==> config.mk <==
export PLATFORM = sky130hd
export DESIGN_NAME = tcp_header_parser_core
export DESIGN_NICKNAME = d
export VERILOG_FILES = /design/src/design/tcphp_pkg.sv /design/src/design/tcphp_in_stage.sv /design/src/design/tcphp_parse.sv /design/src/design/tcphp_out_stage.sv /design/src/design/tcp_header_parser_core.sv
export SDC_FILE = /design/constraint.sdc
export NUM_CORES = 1
export LEC_CHECK = 0
export ABC_CLOCK_PERIOD_IN_PS = 7420
export BUFFER_PORTS_ARGS = -buffer_cell sky130_fd_sc_hd__buf_2
export CORE_MARGIN = 4
export CORE_UTILIZATION = 50
export CTS_CLUSTER_DIAMETER = 200
export DETAILED_ROUTE_END_ITERATION = 10
export GPL_TIMING_DRIVEN = 1
export PLACE_DENSITY = 0.72
export REMOVE_ABC_BUFFERS = 1
export SKIP_CTS_REPAIR_TIMING = 1
export SLEW_MARGIN = 25
export SYNTH_ARGS = -nofsm -noshare
export SYNTH_HDL_FRONTEND = slang
export SYNTH_HIERARCHICAL = 1
export SYNTH_SLANG_ARGS = --single-unit
==> constraint.sdc <==
create_clock -name clk -period 7.42 [get_ports clk]
set_clock_uncertainty 0.2 [all_clocks]
set_input_delay 0.742 -clock clk [delete_from_list [all_inputs] [get_ports clk]]
set_output_delay 0.742 -clock clk [all_outputs]
set_load 0.05 [all_outputs]
==> src/design/tcphp_pkg.sv <==
// ----------------------------------------------------------------------------
// TCP header parser package
// Shared constants, option codes, status codes and the result record.
// ----------------------------------------------------------------------------
`default_nettype none

package tcphp_pkg;

  localparam int FIXED_LEN        = 20;
  localparam int MAX_OPTION_BYTES = 40;
  localparam int HDR_LIMIT        = FIXED_LEN + MAX_OPTION_BYTES;

  localparam logic [7:0] KIND_EOL    = 8'd0;
  localparam logic [7:0] KIND_NOP    = 8'd1;
  localparam logic [7:0] KIND_MSS    = 8'd2;
  localparam logic [7:0] KIND_WSCALE = 8'd3;
  localparam logic [7:0] KIND_TSTAMP = 8'd8;

  localparam logic [7:0] LEN_MSS    = 8'd4;
  localparam logic [7:0] LEN_WSCALE = 8'd3;
  localparam logic [7:0] LEN_TSTAMP = 8'd10;

  typedef enum logic [1:0] {
    PH_KIND = 2'd0,
    PH_LEN  = 2'd1,
    PH_DATA = 2'd2,
    PH_STOP = 2'd3
  } phase_t;

  typedef enum logic [1:0] {
    ST_OK    = 2'd0,
    ST_SHORT = 2'd1,
    ST_TRUNC = 2'd2
  } status_t;

  typedef struct packed {
    logic [31:0] port_pair;
    logic [31:0] sequence_number;
    logic [31:0] ack_number;
    logic [9:0]  flag_bits;
    logic [15:0] window_size;
    logic [15:0] checksum_field;
    logic [15:0] urgent_pointer;
    logic [15:0] mss_value;
    logic [7:0]  scale_value;
    logic [63:0] timestamp_pair;
    logic [5:0]  header_length;
    status_t     parse_status;
  } result_t;

endpackage

`default_nettype wire

==> src/design/tcphp_in_stage.sv <==
// ----------------------------------------------------------------------------
// TCP header parser input stage
// Registers one segment beat; holds it while the parser cannot advance.
// ----------------------------------------------------------------------------
`default_nettype none

module tcphp_in_stage (
  input  wire logic       clk,
  input  wire logic       rst,
  input  wire logic       seg_valid,
  output logic            seg_stall,
  input  wire logic [7:0] segment_byte,
  input  wire logic       last_byte,
  input  wire logic       advance,
  output logic            beat_valid,
  output logic [7:0]      beat_byte,
  output logic            beat_last
);

  assign seg_stall = beat_valid && !advance;

  always_ff @(posedge clk) begin
    if (rst) begin
      beat_valid <= 1'b0;
    end else if (!seg_stall) begin
      beat_valid <= seg_valid;
    end
  end

  always_ff @(posedge clk) begin
    if (!seg_stall && seg_valid) begin
      beat_byte <= segment_byte;
      beat_last <= last_byte;
    end
  end

endmodule

`default_nettype wire

==> src/design/tcphp_parse.sv <==
// ----------------------------------------------------------------------------
// TCP header parser core
// Captures fixed header fields, walks options and forms the result record.
// ----------------------------------------------------------------------------
`default_nettype none

module tcphp_parse (
  input  wire logic          clk,
  input  wire logic          rst,
  input  wire logic          take,
  input  wire logic [7:0]    beat_byte,
  input  wire logic          beat_last,
  output logic               emit,
  output tcphp_pkg::result_t result
);

  typedef struct packed {
    logic [5:0]        pos;
    logic              done;
    logic [5:0]        offset;
    tcphp_pkg::phase_t phase;
    logic [7:0]        kind;
    logic [7:0]        opt_end;
    logic              opt_accept;
    logic [31:0]       ports;
    logic [31:0]       seq;
    logic [31:0]       ack;
    logic [6:0]        flags;
    logic [47:0]       words;
    logic [15:0]       mss;
    logic [7:0]        scale;
    logic [63:0]       stamp;
    logic [2:0]        present;
  } pstate_t;

  pstate_t st;
  pstate_t st_next;
  pstate_t upd;

  logic [6:0]        p1;
  logic [5:0]        limit;
  logic [7:0]        eff;
  logic [8:0]        end_wide;
  logic [7:0]        end_sat;
  logic              exact;
  logic              reached;
  logic              clear;
  logic [2:0]        pres;
  tcphp_pkg::status_t status;

  always_comb begin
    upd      = st;
    p1       = {1'b0, st.pos} + 7'd1;
    limit    = (st.offset < 6'(tcphp_pkg::HDR_LIMIT)) ? st.offset
                                                      : 6'(tcphp_pkg::HDR_LIMIT);
    eff      = (beat_byte < 8'd2) ? 8'd2 : beat_byte;
    end_wide = {3'b000, st.pos} + {1'b0, eff} - 9'd1;
    end_sat  = end_wide[8] ? 8'hFF : end_wide[7:0];
    exact    = (st.kind == tcphp_pkg::KIND_MSS    && beat_byte == tcphp_pkg::LEN_MSS) ||
               (st.kind == tcphp_pkg::KIND_WSCALE && beat_byte == tcphp_pkg::LEN_WSCALE) ||
               (st.kind == tcphp_pkg::KIND_TSTAMP && beat_byte == tcphp_pkg::LEN_TSTAMP);
    emit     = 1'b0;
    status   = tcphp_pkg::ST_OK;

    if (!st.done) begin
      if ({1'b0, st.pos} < 7'(tcphp_pkg::FIXED_LEN)) begin
        priority if (st.pos < 6'd4) begin
          upd.ports = {st.ports[23:0], beat_byte};
        end else if (st.pos < 6'd8) begin
          upd.seq = {st.seq[23:0], beat_byte};
        end else if (st.pos < 6'd12) begin
          upd.ack = {st.ack[23:0], beat_byte};
        end else if (st.pos == 6'd12) begin
          upd.offset = {beat_byte[7:4], 2'b00};
        end else if (st.pos == 6'd13) begin
          upd.flags = beat_byte[6:0];
        end else begin
          upd.words = {st.words[39:0], beat_byte};
        end
      end else begin
        unique case (st.phase)
          tcphp_pkg::PH_KIND: begin
            if (beat_byte == tcphp_pkg::KIND_EOL) begin
              upd.phase = tcphp_pkg::PH_STOP;
            end else if (beat_byte != tcphp_pkg::KIND_NOP) begin
              upd.kind  = beat_byte;
              upd.phase = tcphp_pkg::PH_LEN;
            end
          end
          tcphp_pkg::PH_LEN: begin
            upd.opt_end    = end_sat;
            upd.opt_accept = exact && (end_sat <= {2'b00, limit});
            if (upd.opt_accept) begin
              priority if (st.kind == tcphp_pkg::KIND_MSS) begin
                upd.present[0] = 1'b1;
              end else if (st.kind == tcphp_pkg::KIND_WSCALE) begin
                upd.present[1] = 1'b1;
              end else begin
                upd.present[2] = 1'b1;
              end
            end
            upd.phase = ({1'b0, p1} >= end_sat) ? tcphp_pkg::PH_KIND : tcphp_pkg::PH_DATA;
          end
          tcphp_pkg::PH_DATA: begin
            if (st.opt_accept) begin
              priority if (st.kind == tcphp_pkg::KIND_MSS) begin
                upd.mss = {st.mss[7:0], beat_byte};
              end else if (st.kind == tcphp_pkg::KIND_WSCALE) begin
                upd.scale = beat_byte;
              end else begin
                upd.stamp = {st.stamp[55:0], beat_byte};
              end
            end
            if ({1'b0, p1} >= st.opt_end) begin
              upd.phase = tcphp_pkg::PH_KIND;
            end
          end
          tcphp_pkg::PH_STOP: begin
            upd.phase = tcphp_pkg::PH_STOP;
          end
          default: begin
            upd.phase = tcphp_pkg::PH_STOP;
          end
        endcase
      end

      reached = p1 >= 7'(tcphp_pkg::FIXED_LEN);
      priority if (reached && upd.offset < 6'(tcphp_pkg::FIXED_LEN)) begin
        emit   = 1'b1;
        status = tcphp_pkg::ST_SHORT;
      end else if (reached && p1 >= {1'b0, limit}) begin
        emit   = 1'b1;
        status = tcphp_pkg::ST_OK;
      end else if (beat_last) begin
        emit   = 1'b1;
        status = reached ? tcphp_pkg::ST_TRUNC : tcphp_pkg::ST_SHORT;
      end else begin
        emit   = 1'b0;
      end
    end else begin
      reached = 1'b0;
    end

    pres = (status == tcphp_pkg::ST_OK) ? upd.present : 3'b000;

    result.port_pair       = upd.ports;
    result.sequence_number = upd.seq;
    result.ack_number      = upd.ack;
    result.flag_bits       = {pres, upd.flags};
    result.window_size     = upd.words[47:32];
    result.checksum_field  = upd.words[31:16];
    result.urgent_pointer  = upd.words[15:0];
    result.mss_value       = pres[0] ? upd.mss : 16'd0;
    result.scale_value     = pres[1] ? upd.scale : 8'd0;
    result.timestamp_pair  = pres[2] ? upd.stamp : 64'd0;
    result.header_length   = upd.offset;
    result.parse_status    = status;

    clear   = beat_last && (st.done || emit);
    st_next = upd;
    if (clear) begin
      st_next = '0;
    end else if (emit) begin
      st_next.done = 1'b1;
    end else if (!st.done) begin
      st_next.pos = p1[5:0];
    end
  end

  always_ff @(posedge clk) begin
    if (rst) begin
      st <= '0;
    end else if (take) begin
      st <= st_next;
    end
  end

`ifndef SYNTHESIS
  a_no_emit_when_done: assert property (@(posedge clk) disable iff (rst)
    st.done |-> !emit)
    else $error("result raised while header already done");

  a_done_after_emit: assert property (@(posedge clk) disable iff (rst)
    (take && emit && !beat_last) |=> st.done)
    else $error("header not marked done after result");

  a_bad_status_no_opts: assert property (@(posedge clk) disable iff (rst)
    (emit && result.parse_status != tcphp_pkg::ST_OK) |-> (result.flag_bits[9:7] == 3'b000))
    else $error("option flags set on failed parse");

  a_phase_in_options: assert property (@(posedge clk) disable iff (rst)
    (st.phase != tcphp_pkg::PH_KIND) |-> (st.pos > 6'(tcphp_pkg::FIXED_LEN)))
    else $error("option walk active inside fixed header");
`endif

endmodule

`default_nettype wire

==> src/design/tcphp_out_stage.sv <==
// ----------------------------------------------------------------------------
// TCP header parser output stage
// Result register; holds the result beat while the consumer stalls.
// ----------------------------------------------------------------------------
`default_nettype none

module tcphp_out_stage (
  input  wire logic                clk,
  input  wire logic                rst,
  input  wire logic                load,
  input  wire tcphp_pkg::result_t  result,
  input  wire logic                res_stall,
  output logic                     res_valid,
  output logic                     free,
  output tcphp_pkg::result_t       res_data
);

  assign free = !res_valid || !res_stall;

  always_ff @(posedge clk) begin
    if (rst) begin
      res_valid <= 1'b0;
    end else if (load) begin
      res_valid <= 1'b1;
    end else if (!res_stall) begin
      res_valid <= 1'b0;
    end
  end

  always_ff @(posedge clk) begin
    if (load) begin
      res_data <= result;
    end
  end

endmodule

`default_nettype wire

==> src/design/tcp_header_parser_core.sv <==
// The beat that completes the header is held in the input register, and its result
//   in the result register. Header parsing is a single pass per byte.
// Throughput: one segment byte per cycle while seg_stall is low.
// A byte that produces a result waits only while res_valid and res_stall are high.
// Reset: synchronous rst clears the parse state and both valid registers.
// ----------------------------------------------------------------------------
// TCP header parser top level
// Byte-serial TCP fixed header and option parser with one result per segment.
// ----------------------------------------------------------------------------
`default_nettype none

module tcp_header_parser_core (
  input  wire logic        clk,
  input  wire logic        rst,
  input  wire logic        seg_valid,
  output logic             seg_stall,
  input  wire logic [7:0]  segment_byte,
  input  wire logic        last_byte,
  output logic             res_valid,
  input  wire logic        res_stall,
  output logic [31:0]      port_pair,
  output logic [31:0]      sequence_number,
  output logic [31:0]      ack_number,
  output logic [9:0]       flag_bits,
  output logic [15:0]      window_size,
  output logic [15:0]      checksum_field,
  output logic [15:0]      urgent_pointer,
  output logic [15:0]      mss_value,
  output logic [7:0]       scale_value,
  output logic [63:0]      timestamp_pair,
  output logic [5:0]       header_length,
  output logic [1:0]       parse_status
);

  logic               beat_valid;
  logic [7:0]         beat_byte;
  logic               beat_last;
  logic               advance;
  logic               emit;
  logic               free;
  tcphp_pkg::result_t result;
  tcphp_pkg::result_t res_data;

  assign advance = beat_valid && (!emit || free);

  tcphp_in_stage u_in (
    .clk          (clk),
    .rst          (rst),
    .seg_valid    (seg_valid),
    .seg_stall    (seg_stall),
    .segment_byte (segment_byte),
    .last_byte    (last_byte),
    .advance      (advance),
    .beat_valid   (beat_valid),
    .beat_byte    (beat_byte),
    .beat_last    (beat_last)
  );

  tcphp_parse u_parse (
    .clk       (clk),
    .rst       (rst),
    .take      (advance),
    .beat_byte (beat_byte),
    .beat_last (beat_last),
    .emit      (emit),
    .result    (result)
  );

  tcphp_out_stage u_out (
    .clk       (clk),
    .rst       (rst),
    .load      (advance && emit),
    .result    (result),
    .res_stall (res_stall),
    .res_valid (res_valid),
    .free      (free),
    .res_data  (res_data)
  );

  assign port_pair       = res_data.port_pair;
  assign sequence_number = res_data.sequence_number;
  assign ack_number      = res_data.ack_number;
  assign flag_bits       = res_data.flag_bits;
  assign window_size     = res_data.window_size;
  assign checksum_field  = res_data.checksum_field;
  assign urgent_pointer  = res_data.urgent_pointer;
  assign mss_value       = res_data.mss_value;
  assign scale_value     = res_data.scale_value;
  assign timestamp_pair  = res_data.timestamp_pair;
  assign header_length   = res_data.header_length;
  assign parse_status    = res_data.parse_status;

endmodule

`default_nettype wire

==> reports/qor.log, run 1 <==
INFO  outcome        result_of_the_run=completed
INFO  yosys          postSynthCellCount=1,905
INFO  floorplan      fp-row-count=77
INFO  yosys          ys_dominant_reg_cell=dfxtp_1
INFO  yosys          post_synth_and_or_nand_nor_area_fraction=0.116
INFO  route          route.vias.total=15,800
INFO  yosys          synthDistinctLibCells=77
INFO  route          totalWireLength=55,000um
INFO  critical_path  crit_path_max_fanout=65
INFO  yosys          synthAdderAreaFrac=0.0269
INFO  sta            period_needed=6.46ns
INFO  yosys          xor_xnor_portion_of_the_synthesized_cell_area=0.00382
INFO  clocking       cts-root-to-sink-buffers=3
INFO  route          remaining_drc_errors=0
INFO  placed_design  place_congestion=0.879
INFO  clocking       htree_num_levels=2
INFO  clocking       clkLatencyLatePin=0.59ns
INFO  sta            final.period_utilization=0.871
INFO  sta            fin_tns_setup=0ns
INFO  global_route   first_global_vias=15,300
INFO  route          detail_route.vias_per_cell=5.77
INFO  yosys          synthesis.area=22,600um^2
INFO  global_route   gr-total-overflow=0
INFO  power          static_leakage=10.2nW
INFO  placed_design  dpl_cell_area=24,300um^2
INFO  clocking       cts_buffers=53
INFO  floorplan      io-pin-count=265
INFO  clocking       clk_transition_reported_paths=0.06ns
INFO  yosys          post_synth.cell_area_avg=11.8um^2
INFO  power          power-per-cell-area=246nW/um^2
INFO  layout         post_layout_nonfiller_instances=2,741
INFO  layout         area_growth=16.2%
INFO  route          drt-initial-drc-count=1,447
INFO  layout         final_nets=2,165
INFO  clocking       root_buffer=clkbuf_16
INFO  sta            report.final.hold_viol_count=0
INFO  floorplan      die_w=220um
INFO  yosys          synth_top_family_by_area=compound AO/OA/AOI/OAI gates
INFO  sta            max-slew-margin-rel=0.294
INFO  layout         final_cell_mix=282 x nor2_1, 276 x dfxtp_1, 263 x buf_2, 259 x edfxtp_1, 223 x a22oi_1
INFO  layout         final_common_cell=nor2_1
INFO  clocking       tritoncts=done
INFO  global_route   wire_length_of_the_first_global_routing_pass=84,500um
INFO  placed_design  dp_hpwl=34,500um
INFO  route          wire_per_inst=20.1um
INFO  sta            setup_viol=0
INFO  sta            max_freq=0.155GHz
INFO  run            maxCapViolCount=0
INFO  yosys          synth-edff-count=259
INFO  sta            final.setup.worst_slack=0.957ns
INFO  yosys          fraction_of_registers_with_async_set_reset=0
INFO  power          vdd.ir_drop.worst=0.220mV
INFO  yosys          synth_compound_gate_area_share=0.118
INFO  layout         post_route_cells_drive_above_1_share=0.280
INFO  yosys          synthMuxAreaShare=0.109
INFO  layout         stdcell_area=26,200um^2
INFO  critical_path  start_kind=flop
INFO  layout         num-fill-cells=3,608
INFO  global_route   combined_global_route_utilization_of_all_metal_layers=0.218
INFO  critical_path  worst_ep_arrival_time=6.66ns
INFO  yosys          yosys_warnings=6
INFO  global_route   grt_max_degree=156
INFO  floorplan      total_die_area=48,600um^2
INFO  critical_path  timing.critical_path.to_type=flop
INFO  placed_design  placedCellCount=2,641
INFO  floorplan      die_height=220um
INFO  placed_design  portBuffers=264
INFO  placed_design  detailedPlace.worstSlack=1.02ns
INFO  yosys          yosys_register_bits=535
INFO  floorplan      initial_core_utilization=0.508
INFO  route          first_pass_iters=5
INFO  sta            max_slew.worst_pin.slew=1.06ns
INFO  power          fin_total_pwr=6.44mW
INFO  floorplan      core_region_area=44,400um^2
INFO  sta            timing_max_transition_violations_final=0
INFO  global_route   grt_antenna_before_repair=2
INFO  sta            unrepaired_setup_endpoints_after_global_routing=no
INFO  yosys          seq_area_frac_synth=0.589
INFO  critical_path  worstPathRequired=7.62ns
INFO  clocking       cts_num_sinks=535
INFO  critical_path  critical_path_class=flop to flop
INFO  hold_path      hold_class=input pin to flop
INFO  route          drt.antenna.violating_nets=0
-- report_power, final --
| part | internal [mW] | switching, mW | total, mW |
|---|---|---|---|
| clock | 1.72 | 1.12 | 2.83 |
| sequential | 3.13 | 0.0239 | 3.15 |
| combinational | 0.0959 | 0.357 | 0.453 |
| total | 4.94 | 1.50 | 6.44 |
-- registers in the layout (all words and copies together) (netlist names) --
signal,count
u_out/res_data,250
u_in/beat_valid,1
u_in/beat_byte,8
u_in/beat_last,1
u_parse/st,274
u_out/res_valid,1
-- cell type report --
type | count | area (um^2) | share of cell area
well taps | 592 | 741 | 0.0282
inverters | 49 | 186 | 0.00711
diodes | 1 | 2.50 | 0.0000954
clock buffers | 73 | 1520 | 0.0581
clock inverters | 26 | 347 | 0.0132
multi-input cells | 1179 | 8570 | 0.327
flip-flops and latches | 535 | 13300 | 0.507
repair buffers | 286 | 1550 | 0.0589
-- logic make-up after synthesis --
kind of cell,Yosys count
buffers and inverters,191
multiplexers,228
AO/OA/AOI/OAI,371
adder cells (fa/ha/maj),48
flip-flops,535
XOR/XNOR,9
AND/OR/NAND/NOR,523
-- critical path: stages, from the launching register on --
cell and delay (ns):
edfxtp_1 0.67, clkinv_1 0.49, ha_1 0.41, nand2b_1 0.15, nand2_1 0.09, ha_1 0.32
inv_1 0.06, ha_1 0.29, a211oi_1 0.35, nor2_1 0.18, o22ai_2 0.23, xor2_2 0.51
o21ai_0 0.27, ha_1 0.37, a21o_1 0.18, a21oi_1 0.13, a21oi_1 0.16, nor4_1 0.49
a31oi_4 0.16, buf_12 0.27, nor3_1 0.26
-- per-layer routing --
metal,GRT usage,share of wire,up-vias
met5,0,0.00022,-
met4,0.0636,0.026,2
met3,0.0542,0.073,86
met2,0.354,0.48,470
met1,0.293,0.42,7832
li1,-,-,7419
-- synthesized netlist by cell type (5+ instances only) --
cell type / count / area, um^2
a211oi_1: 6 / 45.0
a21o_1: 5 / 37.5
a21oi_1: 37 / 185
a22oi_1: 223 / 1670
a32oi_1: 20 / 175
and2_1: 6 / 37.5
buf_2: 22 / 110
buf_6: 7 / 78.8
clkbuf_1: 107 / 402
dfxtp_1: 276 / 5530
edfxtp_1: 259 / 7780
ha_1: 47 / 588
inv_1: 47 / 176
mux2_1: 5 / 56.3
mux2_2: 138 / 1550
mux2i_1: 85 / 851
nand2_1: 65 / 244
nand2b_1: 6 / 37.5
nand3_1: 22 / 110
nand4_1: 6 / 37.5
nor2_1: 284 / 1070
nor3_1: 39 / 195
nor3_2: 59 / 591
o21ai_0: 33 / 165
o21ai_1: 5 / 25.0
o22ai_1: 5 / 31.3
xnor2_1: 6 / 52.6
-- through the flow --
stage                     utilization  hold WS, ns
final                           0.590        0.126
after CTS                       0.590       0.0863
after floorplan                     -        0.221
after global routing            0.590       0.0924
after global placement          0.548        0.242
after detailed placement        0.548        0.251
-- final timing paths --
path	start	end	slack (ns)	cells past startpoint
worst max-delay path	u_in/beat_byte[6]$_DFFE_PP_	u_out/res_data[11]$_DFFE_PP_	0.96	20
worst min-delay path	segment_byte[1]	u_in/beat_byte[1]$_DFFE_PP_	0.13	1
worst max register to register	u_in/beat_byte[6]$_DFFE_PP_	u_out/res_data[11]$_DFFE_PP_	0.96	20
worst min register to register	u_parse/st[246]$_SDFFE_PP0P_	u_parse/st[246]$_SDFFE_PP0P_	0.26	2
Note: power is estimated with default switching activity, not from simulation.
==> inputs of run 2 (changes only) <==
- ABC_AREA: default -> 1
- PLACE_DENSITY: 0.72 -> 0.7
==> reports/qor.log, run 2 <==
INFO  clocking       tritoncts=done
INFO  critical_path  cp_top_family=simple AND/OR/NAND/NOR gates
INFO  global_route   grt_max_degree=125 [-20%]
INFO  placed_design  detailedPlace.worstSlack=1.49ns [+0.473 ns]
INFO  critical_path  worstPathRequired=7.56ns [-0.06 ns]
INFO  critical_path  reg2reg_from=u_in/beat_byte[6]$_DFFE_PP_
INFO  floorplan      io-pin-count=265 [unchanged]
INFO  layout         antenna-diode-count=0 [-1]
INFO  layout         finalCoreUtilization=0.589 [-0.00132]
INFO  yosys          synth_most_common_cell=nand2_1
INFO  clocking       cts_buffers=54 [+1.9%]
INFO  yosys          synthesis.area=22,800um^2 [+0.92%]
INFO  yosys          postSynthCellCount=2,489 [+31%]
INFO  critical_path  biggest_cell_delay_along_the_critical_path=0.59ns [-0.08 ns]
INFO  critical_path  critical_path_class=flop to flop
INFO  sta            final.period_utilization=0.804 [-0.0668]
INFO  critical_path  timing.critical_path.buf_inv=6 [+3]
INFO  sta            setup_viol=0 [unchanged]
INFO  critical_path  startpoint=u_in/beat_byte[6]$_DFFE_PP_
INFO  power          vdd.ir_drop.worst=0.203mV [-8.0%]
INFO  clocking       clk_transition_reported_paths=0.06ns [about the same]
INFO  critical_path  timing.critical_path.slowest_stage_cell=nand2_4
INFO  clocking       root_buffer=clkbuf_16
INFO  layout         final_nets=2,744 [+27%]
INFO  floorplan      die_height=221um [+0.44%]
INFO  critical_path  reg2regPathDepth=32 [+60%]
INFO  layout         largest_register_ffs=274 [unchanged]
INFO  layout         top_register=u_parse/st
INFO  yosys          synth-edff-count=259 [unchanged]
INFO  critical_path  cp_num_cells=32 [+60%]
INFO  critical_path  worst_ep_arrival_time=6.11ns [-0.55 ns]
INFO  layout         layout_top_registers=u_parse/st (274), u_out/res_data (250), u_in/beat_byte (8)
INFO  critical_path  crit_top_cell=nor2_1
INFO  route          first_pass_iters=5 [unchanged]
INFO  yosys          synth.top_cells.by_area=edfxtp_1 34%, dfxtp_1 24%, nand2_1 9.3%, a21oi_1 5.1%, inv_1 4.9%
INFO  yosys          yosys_warnings=6 [unchanged]
INFO  critical_path  crit_path_max_fanout=42 [-35%]
INFO  yosys          synthTopCellsByCount=563 x nand2_1, 296 x inv_1, 276 x dfxtp_1
INFO  clocking       cts-root-to-sink-buffers=3 [unchanged]
INFO  global_route   wire_length_of_the_first_global_routing_pass=86,800um [+2.6%]
INFO  placed_design  placedCellCount=3,219 [+22%]
INFO  route          drt.antenna.violating_nets=0 [unchanged]
INFO  route          totalWireLength=55,200um [+0.35%]
INFO  sta            period_needed=5.97ns [-0.496 ns]
INFO  global_route   grt_antenna_before_repair=0 [-2]
INFO  critical_path  start_kind=flop
INFO  sta            unrepaired_setup_endpoints_after_global_routing=no
INFO  power          static_leakage=9.82nW [-3.4%]
INFO  yosys          seq_area_frac_synth=0.584 [-0.00537]
INFO  sta            report.final.hold_viol_count=0 [unchanged]
INFO  floorplan      die_w=221um [+0.44%]
INFO  route          drt-initial-drc-count=1,630 [+13%]
INFO  clocking       clkLatencyLatePin=0.60ns [about the same]
INFO  layout         post_route_cells_drive_above_1_share=0.187 [-0.0925]
INFO  sta            final.setup.worst_slack=1.45ns [+0.496 ns]
INFO  placed_design  place_congestion=0.878 [-0.18%]
INFO  route          route.vias.total=17,400 [+9.8%]
INFO  hold_path      hold_class=input pin to flop
INFO  route          wire_per_inst=16.6um [-17%]
INFO  floorplan      core_region_area=44,600um^2 [+0.43%]
INFO  placed_design  dp_hpwl=35,000um [+1.2%]
INFO  critical_path  timing.critical_path.to_type=flop
INFO  yosys          synth.largest_area_cell=edfxtp_1
INFO  power          power-per-cell-area=249nW/um^2 [+1.3%]
INFO  critical_path  worst_r2r_setup_slack=1.45ns [+0.50 ns]
INFO  global_route   combined_global_route_utilization_of_all_metal_layers=0.215 [-0.00361]
INFO  floorplan      initial_core_utilization=0.511 [+0.00246]
INFO  layout         final_common_cell=nand2_1
INFO  sta            fin_tns_setup=0ns [unchanged]
INFO  run            maxCapViolCount=0 [unchanged]
INFO  route          detail_route.vias_per_cell=5.23 [-9.4%]
INFO  yosys          post_synth.cell_area_avg=9.15um^2 [-23%]
INFO  critical_path  worst_setup_path_endpoint=u_out/res_data[71]$_DFFE_PP_
INFO  layout         post_layout_nonfiller_instances=3,321 [+21%]
INFO  outcome        result_of_the_run=completed
INFO  yosys          yosys_register_bits=535 [unchanged]
INFO  route          remaining_drc_errors=0 [unchanged]
INFO  yosys          ys_dominant_reg_cell=dfxtp_1
INFO  sta            max_freq=0.168GHz [+8.3%]
INFO  sta            max-slew-margin-rel=0.291 [-0.00273]
INFO  layout         final_cell_mix=558 x nand2_1, 295 x inv_1, 276 x dfxtp_1, 263 x buf_2, 259 x edfxtp_1
INFO  floorplan      total_die_area=49,000um^2 [+0.89%]
INFO  layout         area_growth=15.4%
INFO  clocking       cts_num_sinks=535 [unchanged]
INFO  sta            max_slew.worst_pin.slew=1.06ns [+0.00410 ns]
INFO  placed_design  portBuffers=264 [unchanged]
INFO  yosys          synth_top_area_share=0.341 [-0.00314]
INFO  global_route   first_global_vias=16,300 [+7.0%]
INFO  global_route   gr-total-overflow=0 [unchanged]
INFO  power          fin_total_pwr=6.54mW [+1.5%]
INFO  clocking       htree_num_levels=2 [unchanged]
INFO  yosys          fraction_of_registers_with_async_set_reset=0 [unchanged]
INFO  yosys          synthDistinctLibCells=41 [-47%]
INFO  sta            timing_max_transition_violations_final=0 [unchanged]
INFO  critical_path  reg2reg_to=u_out/res_data[71]$_DFFE_PP_
INFO  floorplan      fp-row-count=77 [unchanged]
-- run 2: changes by cell type after synthesis, sizes merged, moves of 79 or more --
cell   before  now
a21oi      38  235
a22oi     223    1
inv        48  309
mux2      143   64
mux2i      85    0
nand2      65  571
nor3       99   13
o21ai      38  162
o22ai       6   88
-- run 2: cells by family after synthesis --
logic type | after synthesis | share of synthesized area
AND/OR/NAND/NOR | 889 | 0.163
flip-flops | 535 | 0.584
multiplexers | 64 | 0.0316
XOR/XNOR | 4 | 0.00154
AO/OA/AOI/OAI | 500 | 0.117
adder cells (fa/ha/maj) | 48 | 0.0267
buffers and inverters | 449 | 0.0764
-- run 2: worst min path at each step --
| stage | cells after the start | startpoint | endpoint | slack, ns |
|---|---|---|---|---|
| final | 1 | last_byte | u_in/beat_last$_DFFE_PP_ | 0.12 |
| after global routing | 1 | last_byte | u_in/beat_last$_DFFE_PP_ | 0.1 |
| after CTS | 1 | last_byte | u_in/beat_last$_DFFE_PP_ | 0.08 |
| after detailed placement | 2 | u_parse/st[124]$_SDFFE_PP0P_ | u_parse/st[124]$_SDFFE_PP0P_ | 0.26 |
| after global placement | 2 | u_parse/st[241]$_SDFFE_PP0P_ | u_parse/st[241]$_SDFFE_PP0P_ | 0.25 |
| after floorplan | 2 | u_parse/st[262]$_SDFFE_PP0P_ | u_parse/st[262]$_SDFFE_PP0P_ | 0.24 |
-- run 2: cell type report --
cell class,count,area (um^2)
tap,592,741
inverter,310,1170
multi-input combinational,1505,7790
timing repair buffer,277,1440
sequential,535,13300
fill,3743,18300
clock inverter,22,263
clock buffer,80,1560
-- run 2: metal layers --
layer / part of all wire / GRT usage / vias to the layer above
li1: - / - / 8570
met3: 0.051 / 0.0384 / 86
met2: 0.49 / 0.363 / 464
met1: 0.43 / 0.283 / 8237
met5: 0 / 0 / -
met4: 0.030 / 0.0670 / 0
-- run 2: report_power, final --
group / total (mW) / internal [mW] / switching [mW] / leakage [nW]
Combinational: 0.563 / 0.108 / 0.455 / 4.43
Sequential: 3.20 / 3.16 / 0.0393 / 4.50
Clock: 2.78 / 1.64 / 1.14 / 0.890
-- run 2: stage by stage --
| step | instance area [um^2] | hold slack [ns] |
|---|---|---|
| 2_1_floorplan | 22200 | 0.235 |
| 3_3_place_gp | 24400 | 0.248 |
| 3_5_place_dp | 24400 | 0.255 |
| 4_1_cts | 26300 | 0.0834 |
| 5_1_grt | 26300 | 0.0994 |
| 6_report | 26300 | 0.123 |
